--- src/sv/brpd_pkg.sv ---
// ----------------------------------------------------------------------------
// brpd_pkg: shared types and constants for the BMP RLE palette decoder
// Item layouts, queue entry layout, register indexes and status codes.
// ----------------------------------------------------------------------------
package brpd_pkg;

  localparam int MAX_WIDTH     = 4096;
  localparam int MAX_HEIGHT    = 4096;
  localparam int PALETTE_DEPTH = 256;

  localparam int DIM_W     = 13;
  localparam int CFG_IDX_W = 2;
  localparam int FQ_DEPTH  = 4;

  localparam logic [CFG_IDX_W-1:0] CFG_IMAGE_WIDTH    = 2'd0;
  localparam logic [CFG_IDX_W-1:0] CFG_IMAGE_HEIGHT   = 2'd1;
  localparam logic [CFG_IDX_W-1:0] CFG_NIBBLE_INDICES = 2'd2;

  localparam logic CMD_PALETTE = 1'b0;
  localparam logic CMD_DATA    = 1'b1;

  localparam logic [1:0] ST_NONE  = 2'd0;
  localparam logic [1:0] ST_EOI   = 2'd1;
  localparam logic [1:0] ST_ERROR = 2'd2;
  localparam logic [1:0] ST_DONE  = 2'd3;

  // second byte of an escape pair
  localparam logic [7:0] MK_EOL   = 8'd0;
  localparam logic [7:0] MK_EOI   = 8'd1;
  localparam logic [7:0] MK_DELTA = 8'd2;

  localparam logic [3:0] LOW_NIBBLE = 4'hF;

  typedef struct packed {
    logic        cmd;
    logic [7:0]  palette_index;
    logic [31:0] palette_color;
    logic [7:0]  data_byte;
    logic        last_byte;
  } in_item_t;

  typedef struct packed {
    logic        span_valid;
    logic [11:0] span_row;
    logic [11:0] span_col;
    logic [12:0] span_count;
    logic [31:0] color_even;
    logic [31:0] color_odd;
    logic [1:0]  status;
  } out_item_t;

  // one queued job: a palette write, or a result whose colors are still indexes
  typedef struct packed {
    logic        is_write;
    logic        span_valid;
    logic [11:0] span_row;
    logic [11:0] span_col;
    logic [12:0] span_count;
    logic [7:0]  idx_even;
    logic [7:0]  idx_odd;
    logic [1:0]  status;
    logic [31:0] color;
  } fq_entry_t;

  typedef struct packed {
    logic      push;
    fq_entry_t entry;
  } fq_push_t;

endpackage

--- src/sv/brpd_fifo.sv ---
// ----------------------------------------------------------------------------
// brpd_fifo: job queue between front and back
// Small register queue; push and pop may happen in the same cycle.
// ----------------------------------------------------------------------------
module brpd_fifo import brpd_pkg::*; (
  input  logic      clk,
  input  logic      rst_n,
  input  fq_push_t  push_in,
  output logic      full,
  input  logic      pop,
  output logic      empty,
  output fq_entry_t head
);

  localparam int PTR_W = $clog2(FQ_DEPTH);
  localparam int CNT_W = $clog2(FQ_DEPTH + 1);

  fq_entry_t mem_r [FQ_DEPTH];
  logic [PTR_W-1:0] wr_ptr_r, wr_ptr_nxt;
  logic [PTR_W-1:0] rd_ptr_r, rd_ptr_nxt;
  logic [CNT_W-1:0] cnt_r, cnt_nxt;
  logic do_push, do_pop;

  assign full    = (cnt_r == CNT_W'(FQ_DEPTH));
  assign empty   = (cnt_r == '0);
  assign head    = mem_r[rd_ptr_r];
  assign do_push = push_in.push && !full;
  assign do_pop  = pop && !empty;

  always_comb begin
    wr_ptr_nxt = wr_ptr_r;
    rd_ptr_nxt = rd_ptr_r;
    cnt_nxt    = cnt_r;
    if (do_push) begin
      wr_ptr_nxt = (wr_ptr_r == PTR_W'(FQ_DEPTH - 1)) ? '0 : wr_ptr_r + 1'b1;
    end
    if (do_pop) begin
      rd_ptr_nxt = (rd_ptr_r == PTR_W'(FQ_DEPTH - 1)) ? '0 : rd_ptr_r + 1'b1;
    end
    if (do_push && !do_pop) begin
      cnt_nxt = cnt_r + 1'b1;
    end else if (do_pop && !do_push) begin
      cnt_nxt = cnt_r - 1'b1;
    end
  end

  always_ff @(posedge clk) begin
    if (!rst_n) begin
      wr_ptr_r <= '0;
      rd_ptr_r <= '0;
      cnt_r    <= '0;
    end else begin
      wr_ptr_r <= wr_ptr_nxt;
      rd_ptr_r <= rd_ptr_nxt;
      cnt_r    <= cnt_nxt;
    end
  end

  always_ff @(posedge clk) begin
    if (do_push) begin
      mem_r[wr_ptr_r] <= push_in.entry;
    end
  end

endmodule

--- config.mk ---
export PLATFORM = sky130hd
export DESIGN_NAME = brpd_fifo
export DESIGN_NICKNAME = d
export VERILOG_FILES = /design/src/sv/brpd_pkg.sv /design/src/sv/brpd_fifo.sv
export SDC_FILE = /design/constraint.sdc
export NUM_CORES = 1
export LEC_CHECK = 0
export BUFFER_PORTS_ARGS = -buffer_cell sky130_fd_sc_hd__clkbuf_2
export CORE_MARGIN = 10
export CORE_UTILIZATION = 55
export CTS_CLUSTER_SIZE = 14
export DETAILED_ROUTE_END_ITERATION = 7
export GPL_ROUTABILITY_DRIVEN = 0
export MAX_ROUTING_LAYER = met4
export PLACE_DENSITY = 0.79
export SYNTH_ARGS = -nofsm -noshare
export SYNTH_HDL_FRONTEND = slang
export SYNTH_SLANG_ARGS = --single-unit
--- constraint.sdc ---
create_clock -name clk -period 3.7 [get_ports clk]
set_input_delay 0.185 -clock clk [delete_from_list [all_inputs] [get_ports clk]]
set_output_delay 0.185 -clock clk [all_outputs]
set_load 0.03 [all_outputs]
==> reports/metrics.cfg <==
[sta]
timing.hold.ws_ns = 0.0552
slew_violations = 0
min_period_ns = 2.74
slew-limit-headroom = 0.333
finalCritPeriodShare = 0.739
max_freq_mhz = 366
hold_violations = 0
rsz0062_at_grt = false
setup_viol = 0
tightest_slew_ns = 1.00
skew_ns = 0.0132
fin_setup_tns_ns = 0

[power_and_ir_drop]
vdd_ir_drop_max_mv = 0.393
power.density_nw_per_um2 = 716
total_power_mw = 12.0
leakage_nw = 5.72

[layout]
drive_above_1_share = 0.402
nets = 916
area_growth_pct = 25.6
postLayoutCoreUtil = 0.707

[die]
floorplan.initialDensity = 0.563
die_area_um2 = 30800
die_w_um = 175
core_um2 = 23600
die_y_um = 175
io_pins = 184
rows = 56

[detailed_routing]
postRouteAntennaNets = 0
vias = 6395
post_drt_wl_per_cell_um = 23.5
drtIter0Drc = 563
first_pass_iters = 4
post_drt_via_cell_ratio = 5.52
route.detailed.drc = 0
routed_wirelength_mm = 27.2

[yosys]
synth_largest_area_cell = edfxtp_1
synth_cell_type_count = 25
yosys-top-cells-count = edfxtp_1, mux4_2, buf_2
synth_area_leaders = edfxtp_1, mux4_2, dfxtp_1
synth.most_common_cell = edfxtp_1
synth.ff_latch_count = 365
synth_top_area_share = 0.804
async_reset_ff_frac = 0
yosysWarnings = 0
synth-edff-count = 356
syn_nets = 616
ys_seq_area_frac = 0.818
synth_area_um2 = 13300
netlist_instances = 516
synth_ff_type = edfxtp_1
syn-mean-instance-area_um2 = 25.8

[setup_path]
r2r_setup_slack_ns = 1.13
path_class = flip-flop to primary output
timing.rr.end = mem_r[1][38]
crit_arrival_ns = 2.55
reg2reg_depth = 4
worst_r2r_startpoint = cnt_r[0]
startpoint_type = flip-flop
crit_path_max_fanout = 36
worst_ep_required_time_ns = 3.51
worstSetupEndpointType = primary output

[global_route]
overflow = 0
grt_antenna_before_repair = 1
grt_pass1_vias = 7065
grt_max_degree = 69
grt_pass1_wl_mm = 41.9
grt_util_all_layers = 0.182

[clocking]
numClockSinks = 365
clkLatencyLatePin_ns = 0.51
ctsHoldBuffers = 89
cts_tree = done
ctsRootBufferMaster = clkbuf_16
cts.clk_slew.worst_paths_ns = 0.06
cts_made_buffers = 37
post_cts_resized = 0
cts_setup_buffers = 0
h-tree-depth = 2
cts_buffer_depth = 3

[flow_run]
cap_violations = 0

[min_path]
holdPathStages = 2
min_from = rst_n
hold_end = cnt_r[2]
hp-class = primary input to flip-flop

[placed_design]
io_buffers = 183
detailed_place_hpwl_mm = 16.5

[status]
status = complete, no violations

[worst max path at each step]
stage,slack [ns],to,start
2_1_floorplan,0.17,mem_r[1][0],cnt_r[0]
3_3_place_gp,1.30,mem_r[1][42],cnt_r[0]
3_5_place_dp,1.09,mem_r[1][38],cnt_r[0]
4_1_cts,0.88,head[47],flip-flop
5_1_grt,0.76,head[47],flip-flop
6_report,0.96,head[47],flip-flop
[metal layers]
layer | wire (um) | track usage
met1 | 11200 | 0.234
met2 | 13700 | 0.287
met4 | 441 | 0.0456
met5 | 0 | -
met3 | 1930 | 0.0476
[placed cells by master (no fill, tap or decap), types with 3 or more instances in the layout]
cell,synthesis,layout
clkinv_1,0,3
clkbuf_1,9,10
dlygate4sd3_1,0,89
ha_1,6,6
bufinv_16,0,3
buf_12,1,4
mux4_2,89,89
edfxtp_1,356,356
and2_4,0,4
buf_4,0,7
inv_1,3,3
nand2_1,6,6
o21ai_0,3,3
mux2i_1,3,3
dfxtp_1,9,7
clkbuf_16,0,39
clkbuf_2,0,183
[state kept, by name (all words and copies together), names as in the netlist, named ones only]
| name | count |
|---|---|
| rd_ptr_r | 2 |
| mem_r | 356 |
| wr_ptr_r | 2 |
| cnt_r | 3 |
[power by group]
group	switching (mW)	internal [mW]
Clock	1.42	2.17
Sequential	0.262	5.04
Combinational	1.89	1.18
[cells by family after synthesis]
logic type               after synthesis  synth area share
flip-flops                           365             0.818
XOR/XNOR                               2           0.00132
multiplexers                          92             0.153
AND/OR/NAND/NOR                       20           0.00772
adder cells (fa/ha/maj)                7           0.00715
buffers and inverters                 25            0.0106
AO/OA/AOI/OAI                          5           0.00226
[through the flow]
| step | cell area, um2 | worst slack, ns | cells |
|---|---|---|---|
| 6_report | 16700 | 0.965 | 1158 |
| 2_1_floorplan | 13300 | 0.166 | 516 |
| 3_3_place_gp | 14600 | 1.30 | 1007 |
| 4_1_cts | 16700 | 0.879 | 1157 |
| 5_1_grt | 16700 | 0.760 | 1158 |
| 3_5_place_dp | 14600 | 1.09 | 1007 |
[cell type report]
type,instances,area (um2)
Sequential cell,365,10900
Fill cell,1403,6920
Timing Repair Buffer,283,1940
Antenna cell,1,2.50
Tap cell,319,399
Multi-Input combinational cell,126,2290
Inverter,3,11.3
Clock inverter,10,136
Clock buffer,51,1040
[critical path, cell delays in order (launching register included)]
cell and delay [ns]:
dfxtp_4 0.81, buf_12 0.37, mux4_2 0.60, clkbuf_2 0.21
Power figures use the tool's default switching activity.
