[src/sv/brpd_pkg.sv]
// ----------------------------------------------------------------------------
// brpd_pkg: shared types and constants for the BMP RLE palette decoder
// Item layouts, queue entry layout, register indexes and status codes.
// ----------------------------------------------------------------------------
package brpd_pkg;

  localparam int MAX_WIDTH     = 4096;
  localparam int MAX_HEIGHT    = 4096;
  localparam int PALETTE_DEPTH = 256;

  localparam int DIM_W     = 13;
  localparam int CFG_IDX_W = 2;
  localparam int FQ_DEPTH  = 4;

  localparam logic [CFG_IDX_W-1:0] CFG_IMAGE_WIDTH    = 2'd0;
  localparam logic [CFG_IDX_W-1:0] CFG_IMAGE_HEIGHT   = 2'd1;
  localparam logic [CFG_IDX_W-1:0] CFG_NIBBLE_INDICES = 2'd2;

  localparam logic CMD_PALETTE = 1'b0;
  localparam logic CMD_DATA    = 1'b1;

  localparam logic [1:0] ST_NONE  = 2'd0;
  localparam logic [1:0] ST_EOI   = 2'd1;
  localparam logic [1:0] ST_ERROR = 2'd2;
  localparam logic [1:0] ST_DONE  = 2'd3;

  // second byte of an escape pair
  localparam logic [7:0] MK_EOL   = 8'd0;
  localparam logic [7:0] MK_EOI   = 8'd1;
  localparam logic [7:0] MK_DELTA = 8'd2;

  localparam logic [3:0] LOW_NIBBLE = 4'hF;

  typedef struct packed {
    logic        cmd;
    logic [7:0]  palette_index;
    logic [31:0] palette_color;
    logic [7:0]  data_byte;
    logic        last_byte;
  } in_item_t;

  typedef struct packed {
    logic        span_valid;
    logic [11:0] span_row;
    logic [11:0] span_col;
    logic [12:0] span_count;
    logic [31:0] color_even;
    logic [31:0] color_odd;
    logic [1:0]  status;
  } out_item_t;

  // one queued job: a palette write, or a result whose colors are still indexes
  typedef struct packed {
    logic        is_write;
    logic        span_valid;
    logic [11:0] span_row;
    logic [11:0] span_col;
    logic [12:0] span_count;
    logic [7:0]  idx_even;
    logic [7:0]  idx_odd;
    logic [1:0]  status;
    logic [31:0] color;
  } fq_entry_t;

  typedef struct packed {
    logic      push;
    fq_entry_t entry;
  } fq_push_t;

endpackage

[src/sv/brpd_front.sv]
// ----------------------------------------------------------------------------
// brpd_front: stream parser
// Holds the config registers and the RLE decode state; turns each accepted
// item into at most one queued job (palette write or result with indexes).
// ----------------------------------------------------------------------------
module brpd_front import brpd_pkg::*; (
  input  logic                 clk,
  input  logic                 rst_n,
  input  logic                 cfg_we,
  input  logic [CFG_IDX_W-1:0] cfg_index,
  input  logic [DIM_W-1:0]     cfg_wdata,
  input  logic                 in_valid,
  output logic                 in_stall,
  input  in_item_t             in_item,
  input  logic                 fq_full,
  output fq_push_t             fq_push
);

  localparam logic [1:0] PH_FIRST  = 2'd0;
  localparam logic [1:0] PH_SECOND = 2'd1;
  localparam logic [1:0] PH_ABS    = 2'd2;
  localparam logic [1:0] PH_PAD    = 2'd3;

  logic [DIM_W-1:0] width_cfg_r, height_cfg_r;
  logic             nibble_r;

  logic [1:0]       phase_r, phase_nxt;
  logic [7:0]       held_r, held_nxt;
  logic [7:0]       abs_r, abs_nxt;
  logic             pad_r, pad_nxt;
  logic [DIM_W-1:0] row_r, row_nxt;
  logic [DIM_W-1:0] col_r, col_nxt;
  logic             err_r, err_nxt;

  logic [DIM_W-1:0] w_eff, h_eff, room, cnt;
  logic [DIM_W:0]   abs_end;
  logic [8:0]       b_inc;
  logic [7:0]       b;
  logic [7:0]       ie, io;
  logic [1:0]       st;
  logic             sv, err, acc;

  function automatic logic [DIM_W-1:0] clamp_dim(input logic [DIM_W-1:0] v, input int maxv);
    logic [DIM_W-1:0] r;
    if (v == '0) begin
      r = DIM_W'(1);
    end else if (32'(v) > maxv) begin
      r = DIM_W'(maxv);
    end else begin
      r = v;
    end
    return r;
  endfunction

  assign w_eff    = clamp_dim(width_cfg_r, MAX_WIDTH);
  assign h_eff    = clamp_dim(height_cfg_r, MAX_HEIGHT);
  assign in_stall = fq_full;
  assign acc      = in_valid && !in_stall;
  assign b        = in_item.data_byte;
  assign room     = (col_r < w_eff) ? w_eff - col_r : '0;
  assign abs_end  = {1'b0, col_r} + (DIM_W + 1)'(b);
  assign b_inc    = {1'b0, b} + 9'd1;

  always_ff @(posedge clk) begin
    if (!rst_n) begin
      width_cfg_r  <= DIM_W'(1);
      height_cfg_r <= DIM_W'(1);
      nibble_r     <= 1'b0;
    end else if (cfg_we) begin
      unique case (cfg_index)
        CFG_IMAGE_WIDTH:    width_cfg_r  <= cfg_wdata;
        CFG_IMAGE_HEIGHT:   height_cfg_r <= cfg_wdata;
        CFG_NIBBLE_INDICES: nibble_r     <= cfg_wdata[0];
        default: ;
      endcase
    end
  end

  always_comb begin
    phase_nxt = phase_r;
    held_nxt  = held_r;
    abs_nxt   = abs_r;
    pad_nxt   = pad_r;
    row_nxt   = row_r;
    col_nxt   = col_r;
    err_nxt   = err_r;
    sv        = 1'b0;
    cnt       = '0;
    ie        = '0;
    io        = '0;
    st        = ST_NONE;
    err       = 1'b0;
    fq_push   = '0;

    if (acc) begin
      if (in_item.cmd == CMD_PALETTE) begin
        fq_push.push           = 1'b1;
        fq_push.entry.is_write = 1'b1;
        fq_push.entry.idx_even = in_item.palette_index;
        fq_push.entry.color    = in_item.palette_color;
      end else if (err_r) begin
        if (in_item.last_byte) begin
          phase_nxt = PH_FIRST;
          held_nxt  = '0;
          abs_nxt   = '0;
          pad_nxt   = 1'b0;
          row_nxt   = '0;
          col_nxt   = '0;
          err_nxt   = 1'b0;
        end
      end else begin
        unique case (phase_r)
          PH_FIRST: begin
            held_nxt  = b;
            phase_nxt = PH_SECOND;
          end
          PH_SECOND: begin
            phase_nxt = PH_FIRST;
            if (held_r != '0) begin
              // encoded run, clamped to what is left of the row
              if (row_r >= h_eff) begin
                err = 1'b1;
              end else begin
                cnt = (DIM_W'(held_r) < room) ? DIM_W'(held_r) : room;
                if (cnt != '0) begin
                  sv      = 1'b1;
                  col_nxt = col_r + cnt;
                  if (nibble_r) begin
                    ie = {4'b0, b[7:4]};
                    io = (cnt >= DIM_W'(2)) ? {4'b0, b[3:0] & LOW_NIBBLE} : ie;
                  end else begin
                    ie = b;
                    io = b;
                  end
                end
              end
            end else if (b == MK_EOL) begin
              if (row_r >= h_eff) begin
                err = 1'b1;
              end else begin
                if (col_r < w_eff) begin
                  sv  = 1'b1;
                  cnt = room;
                end
                col_nxt = '0;
                row_nxt = row_r + 1'b1;
              end
            end else if (b == MK_EOI) begin
              if (row_r == h_eff - 1'b1 || row_r == h_eff) begin
                st = ST_EOI;
              end else begin
                err = 1'b1;
              end
            end else if (b == MK_DELTA) begin
              err = 1'b1;
            end else begin
              if (row_r >= h_eff || abs_end > {1'b0, w_eff}) begin
                err = 1'b1;
              end else begin
                abs_nxt   = b;
                pad_nxt   = nibble_r ? b_inc[1] : b[0];
                phase_nxt = PH_ABS;
              end
            end
          end
          PH_ABS: begin
            if (abs_r == '0) begin
              phase_nxt = PH_FIRST;
            end else begin
              sv = 1'b1;
              if (nibble_r) begin
                cnt = (abs_r >= 8'd2) ? DIM_W'(2) : DIM_W'(1);
                ie  = {4'b0, b[7:4]};
                io  = (abs_r >= 8'd2) ? {4'b0, b[3:0] & LOW_NIBBLE} : ie;
              end else begin
                cnt = DIM_W'(1);
                ie  = b;
                io  = b;
              end
              col_nxt = col_r + cnt;
              abs_nxt = abs_r - 8'(cnt);
              if (abs_nxt == '0) begin
                phase_nxt = pad_r ? PH_PAD : PH_FIRST;
              end
            end
          end
          PH_PAD: begin
            pad_nxt   = 1'b0;
            phase_nxt = PH_FIRST;
          end
        endcase

        if (err) begin
          sv      = 1'b0;
          cnt     = '0;
          st      = ST_ERROR;
          err_nxt = 1'b1;
        end
        if (in_item.last_byte) begin
          if (!err) begin
            st = (phase_nxt != PH_FIRST) ? ST_ERROR : ST_DONE;
          end
          phase_nxt = PH_FIRST;
          held_nxt  = '0;
          abs_nxt   = '0;
          pad_nxt   = 1'b0;
          row_nxt   = '0;
          col_nxt   = '0;
          err_nxt   = 1'b0;
        end

        fq_push.push             = sv || (st != ST_NONE);
        fq_push.entry.span_valid = sv;
        fq_push.entry.span_row   = sv ? row_r[11:0] : '0;
        fq_push.entry.span_col   = sv ? col_r[11:0] : '0;
        fq_push.entry.span_count = cnt;
        fq_push.entry.idx_even   = ie;
        fq_push.entry.idx_odd    = io;
        fq_push.entry.status     = st;
      end
    end
  end

  always_ff @(posedge clk) begin
    if (!rst_n) begin
      phase_r <= PH_FIRST;
      held_r  <= '0;
      abs_r   <= '0;
      pad_r   <= 1'b0;
      row_r   <= '0;
      col_r   <= '0;
      err_r   <= 1'b0;
    end else begin
      phase_r <= phase_nxt;
      held_r  <= held_nxt;
      abs_r   <= abs_nxt;
      pad_r   <= pad_nxt;
      row_r   <= row_nxt;
      col_r   <= col_nxt;
      err_r   <= err_nxt;
    end
  end

endmodule

[config.mk]
export PLATFORM = sky130hd
export DESIGN_NAME = brpd_front
export DESIGN_NICKNAME = d
export VERILOG_FILES = /design/src/sv/brpd_pkg.sv /design/src/sv/brpd_front.sv
export SDC_FILE = /design/constraint.sdc
export NUM_CORES = 1
export LEC_CHECK = 0
export BUFFER_PORTS_ARGS = -buffer_cell sky130_fd_sc_hd__buf_2
export CAP_MARGIN = 20
export CORE_MARGIN = 4
export CORE_UTILIZATION = 38
export DETAILED_ROUTE_END_ITERATION = 16
export GPL_TIMING_DRIVEN = 0
export MAX_ROUTING_LAYER = met4
export PLACE_DENSITY = 0.6
export SKIP_CTS_REPAIR_TIMING = 1
export SLEW_MARGIN = 5
export SYNTH_ARGS = -nofsm -noshare
export SYNTH_HDL_FRONTEND = slang
export SYNTH_SLANG_ARGS = --single-unit
[constraint.sdc]
create_clock -name clk -period 5.6 [get_ports clk]
set_input_delay 0.28 -clock clk [delete_from_list [all_inputs] [get_ports clk]]
set_output_delay 0.28 -clock clk [all_outputs]
set_load 0.03 [all_outputs]
==> key figures <==
Hold path
  – Worst Hold Class: input port to flop
  – Hold Path Origin: cfg_wdata[12]

Synthesis
  – Distinct cells, synth: just over 80
  – Seq/Total Area, Yosys: between 15 and 20%
  – Post-synth ARST share: 0%
  – Mapped Avg Cell Area: approximately 7.3 um2
  – Mapped Cells: between 1000 and 1500
  – Yosys Warn Count: 0
  – Cell Area, Synth: just over 8000 um2
  – Top_reg_cell synth: dfxtp_1
  – Number of enable flip-flop cells after synthesis: 0
  – Leading area contributor after synthesis: dfxtp_1
  – Post-synth top area share: between 10% and 20%
  – Synthesis-stage register bit count: 73
  – Dominant cells by area after synthesis: dfxtp_1 18%, ha_1 12%, nand2_1 8.2%

Floorplan
  – Die Height: ~160 um
  – Core Region: around 21000 um2
  – Die ar.: approximately 24000 um2
  – Initial Utilization: a little under 40%
  – Die Wd: 155 um
  – Cell Rows: 53
  – IO Pins: roughly 160

Placement
  – RePlAce Congestion: around 0.9
  – Post-detail-place hpwl: 22.8 mm
  – Port bufs: about 160

Final layout
  – Commonest non-fill, non-tap cells in the layout: 178 x nand2_1, 128 x buf_2, 73 x ha_1, 68 x dfxtp_1, 66 x nor2_1
  – Synthesis-to-layout area growth: 30.4%
  – Most common cell after layout, fill and taps aside: nand2_1
  – FILL cells: around 2100
  – Post-layout net count: between 1000 and 1500
  – Layout cell share with drive strength beyond 1: 25.7%
  – Multi-input logic area: just under 7000 um2
  – Seq. cell area: approximately 1500 um2
  – Ant. Diodes: 0

STA
  – Minimum clock period: roughly 6400 ps
  – Total negative slack: -15950 ps
  – Count of final hold-check violations: 0
  – Clk_skew: roughly 8 ps
  – Max-slew violations: 0
  – Worst-margin pin slew: ~1000 ps
  – Normalized max-slew margin: approximately a third
  – RSZ-0062 raised after global routing: yes
  – Period Utilization, post-route: 113%
  – Setup violators final: 50
  – FMAX: about 0.16 GHz
  – Final worst slack: -754 ps

Worst setup path
  – Worst path bufs/invs: 4
  – CP dominant cell by count: inv_2
  – CP max stage delay: around 430 ps
  – CP delay by family, top: compound AO/OA/AOI/OAI gates
  – Crit-path max FO: 6
  – CP arrival: about 6600 ps
  – Worst Setup SP: width_cfg_r[4]
  – Crit path max-delay cell type: a2111oi_4
  – Crit path capture type: flop
  – Crit Path Class: flop to flop
  – CP startpoint kind: flop
  – WP data required: slightly below 6000 ps
  – RR Startpoint: width_cfg_r[4]

Drt
  – Final WL: 29.4 mm
  – Drt drc: 0
  – Vias: 8885
  – Via/cell ratio: roughly 5.5
  – First-pass DRT Iterations: 5
  – Avg WL per Cell: roughly 18 um
  – 1st-iter DRT viols: between 600 and 700
  – Routed Antenna Nets: 0

Clock network
  – H-tree lvl count: 3
  – Sink Count: 73
  – Clock-pin slew on the worst setup and hold paths: around 70 ps
  – Clock buffer count from CTS: 9
  – Root Buffer: clkbuf_16
  – Worst skew pair latency: approximately 360 ps
  – Clock buffer depth: 2
  – CTS tree: yes

Power
  – Post-route total power: 1.71 mW
  – Pwr Density: between 150 and 200 nW/um2
  – Worst VDD drop: 139 uV
  – Lkg Pwr: 4.68 nW

Run
  – Max-cap violations: 0

Global routing
  – GRT Resource Usage Total: a little under a quarter
  – First-pass GRT wire length: 43.3 mm
  – Overflow after GRT: 0
  – Initial antenna violation count: 0
  – Pin count of the biggest net entering global routing: 16
  – Vias in the first global route: between 8000 and 9000

Outcome
  – Run status: finished, violations left
  – Violated checks: setup timing
==> final cells by class <==
| type | instances | share of cell area [%] |
|---|---|---|
| plain buffers | 56 | 2.66 |
| repair buffers | 184 | 11.7 |
| multi-input cells | 939 | 63.6 |
| clock buffers | 9 | 2.09 |
| clock inverters | 7 | 0.803 |
| flip-flops and latches | 73 | 13.7 |
| inverters | 65 | 2.27 |
| well taps | 275 | 3.20 |
==> power by group <==
group          total, mW  switching [mW]  internal [mW]
Sequential         0.539          0.0117          0.528
Clock              0.633           0.277          0.356
Combinational      0.534           0.313          0.221
Total               1.71           0.602           1.10
==> flip-flops by register name, summed over array words and instances, names as in the netlist <==
name	count
err_r	1
col_r	13
height_cfg_r	13
held_r	8
width_cfg_r	13
pad_r	1
abs_r	8
row_r	13
nibble_r	1
phase_r	2
==> metal layers <==
metal | global-route usage [%] | vias up | share of wire, %
met2 | 37.6 | 296 | 47
met1 | 29.9 | 4163 | 44
li1 | - | 4390 | -
met4 | 5.59 | 0 | 2.0
met5 | - | - | 0
met3 | 4.06 | 36 | 7.2
==> worst reg2reg max path: cells and delay by family, from the launching register on <==
kind	cells	cell delay, ps
compound gates	15	3090
fa+ha+maj	4	850
buf+inv	4	300
flops	1	360
mux	1	70
simple gates	9	1600
==> Yosys cell counts, drive strengths merged, types with 20 or more instances <==
master / number
and2: 67
nand2: 179
clkbuf: 44
nor2: 70
xnor2: 43
a21oi: 44
o21ai: 58
mux2i: 24
and3: 20
ha: 81
inv: 63
nand3: 39
dfxtp: 73
a21boi: 39
nor3: 27
==> final timing paths <==
kind / end / slack, ps / depth (start not counted)
max: col_r[10] / -750 / 33
min: width_cfg_r[12] / 180 / 3
max reg2reg: col_r[10] / -750 / 33
min reg2reg: height_cfg_r[1] / 470 / 2
==> stage by stage <==
stage / hold slack (ps) / instance area, um2 / setup slack [ps] / cells / utilization [%]
final: 181 / 10800 / -754 / 1608 / 50.8
after global routing: 186 / 10800 / -1030 / 1608 / 50.8
after CTS: 188 / 9830 / -1210 / 1582 / 46.5
after detailed placement: 458 / 9520 / -1160 / 1566 / 45.0
after global placement: 465 / 9520 / -1210 / 1566 / 45.0
after floorplan: 404 / 8380 / -73.1 / 1133 / -
==> cell families after synthesis <==
logic type,after synthesis,share of synthesized area (%)
flip-flops,73,17.7
multiplexers,28,3.46
XOR/XNOR,57,6.06
adder cells (fa/ha/maj),86,13.5
AND/OR/NAND/NOR,495,30.1
buffers and inverters,121,6.09
AO/OA/AOI/OAI,269,23.1
other,1,0.0455
No activity file was read; power rests on OpenSTA's default activity.
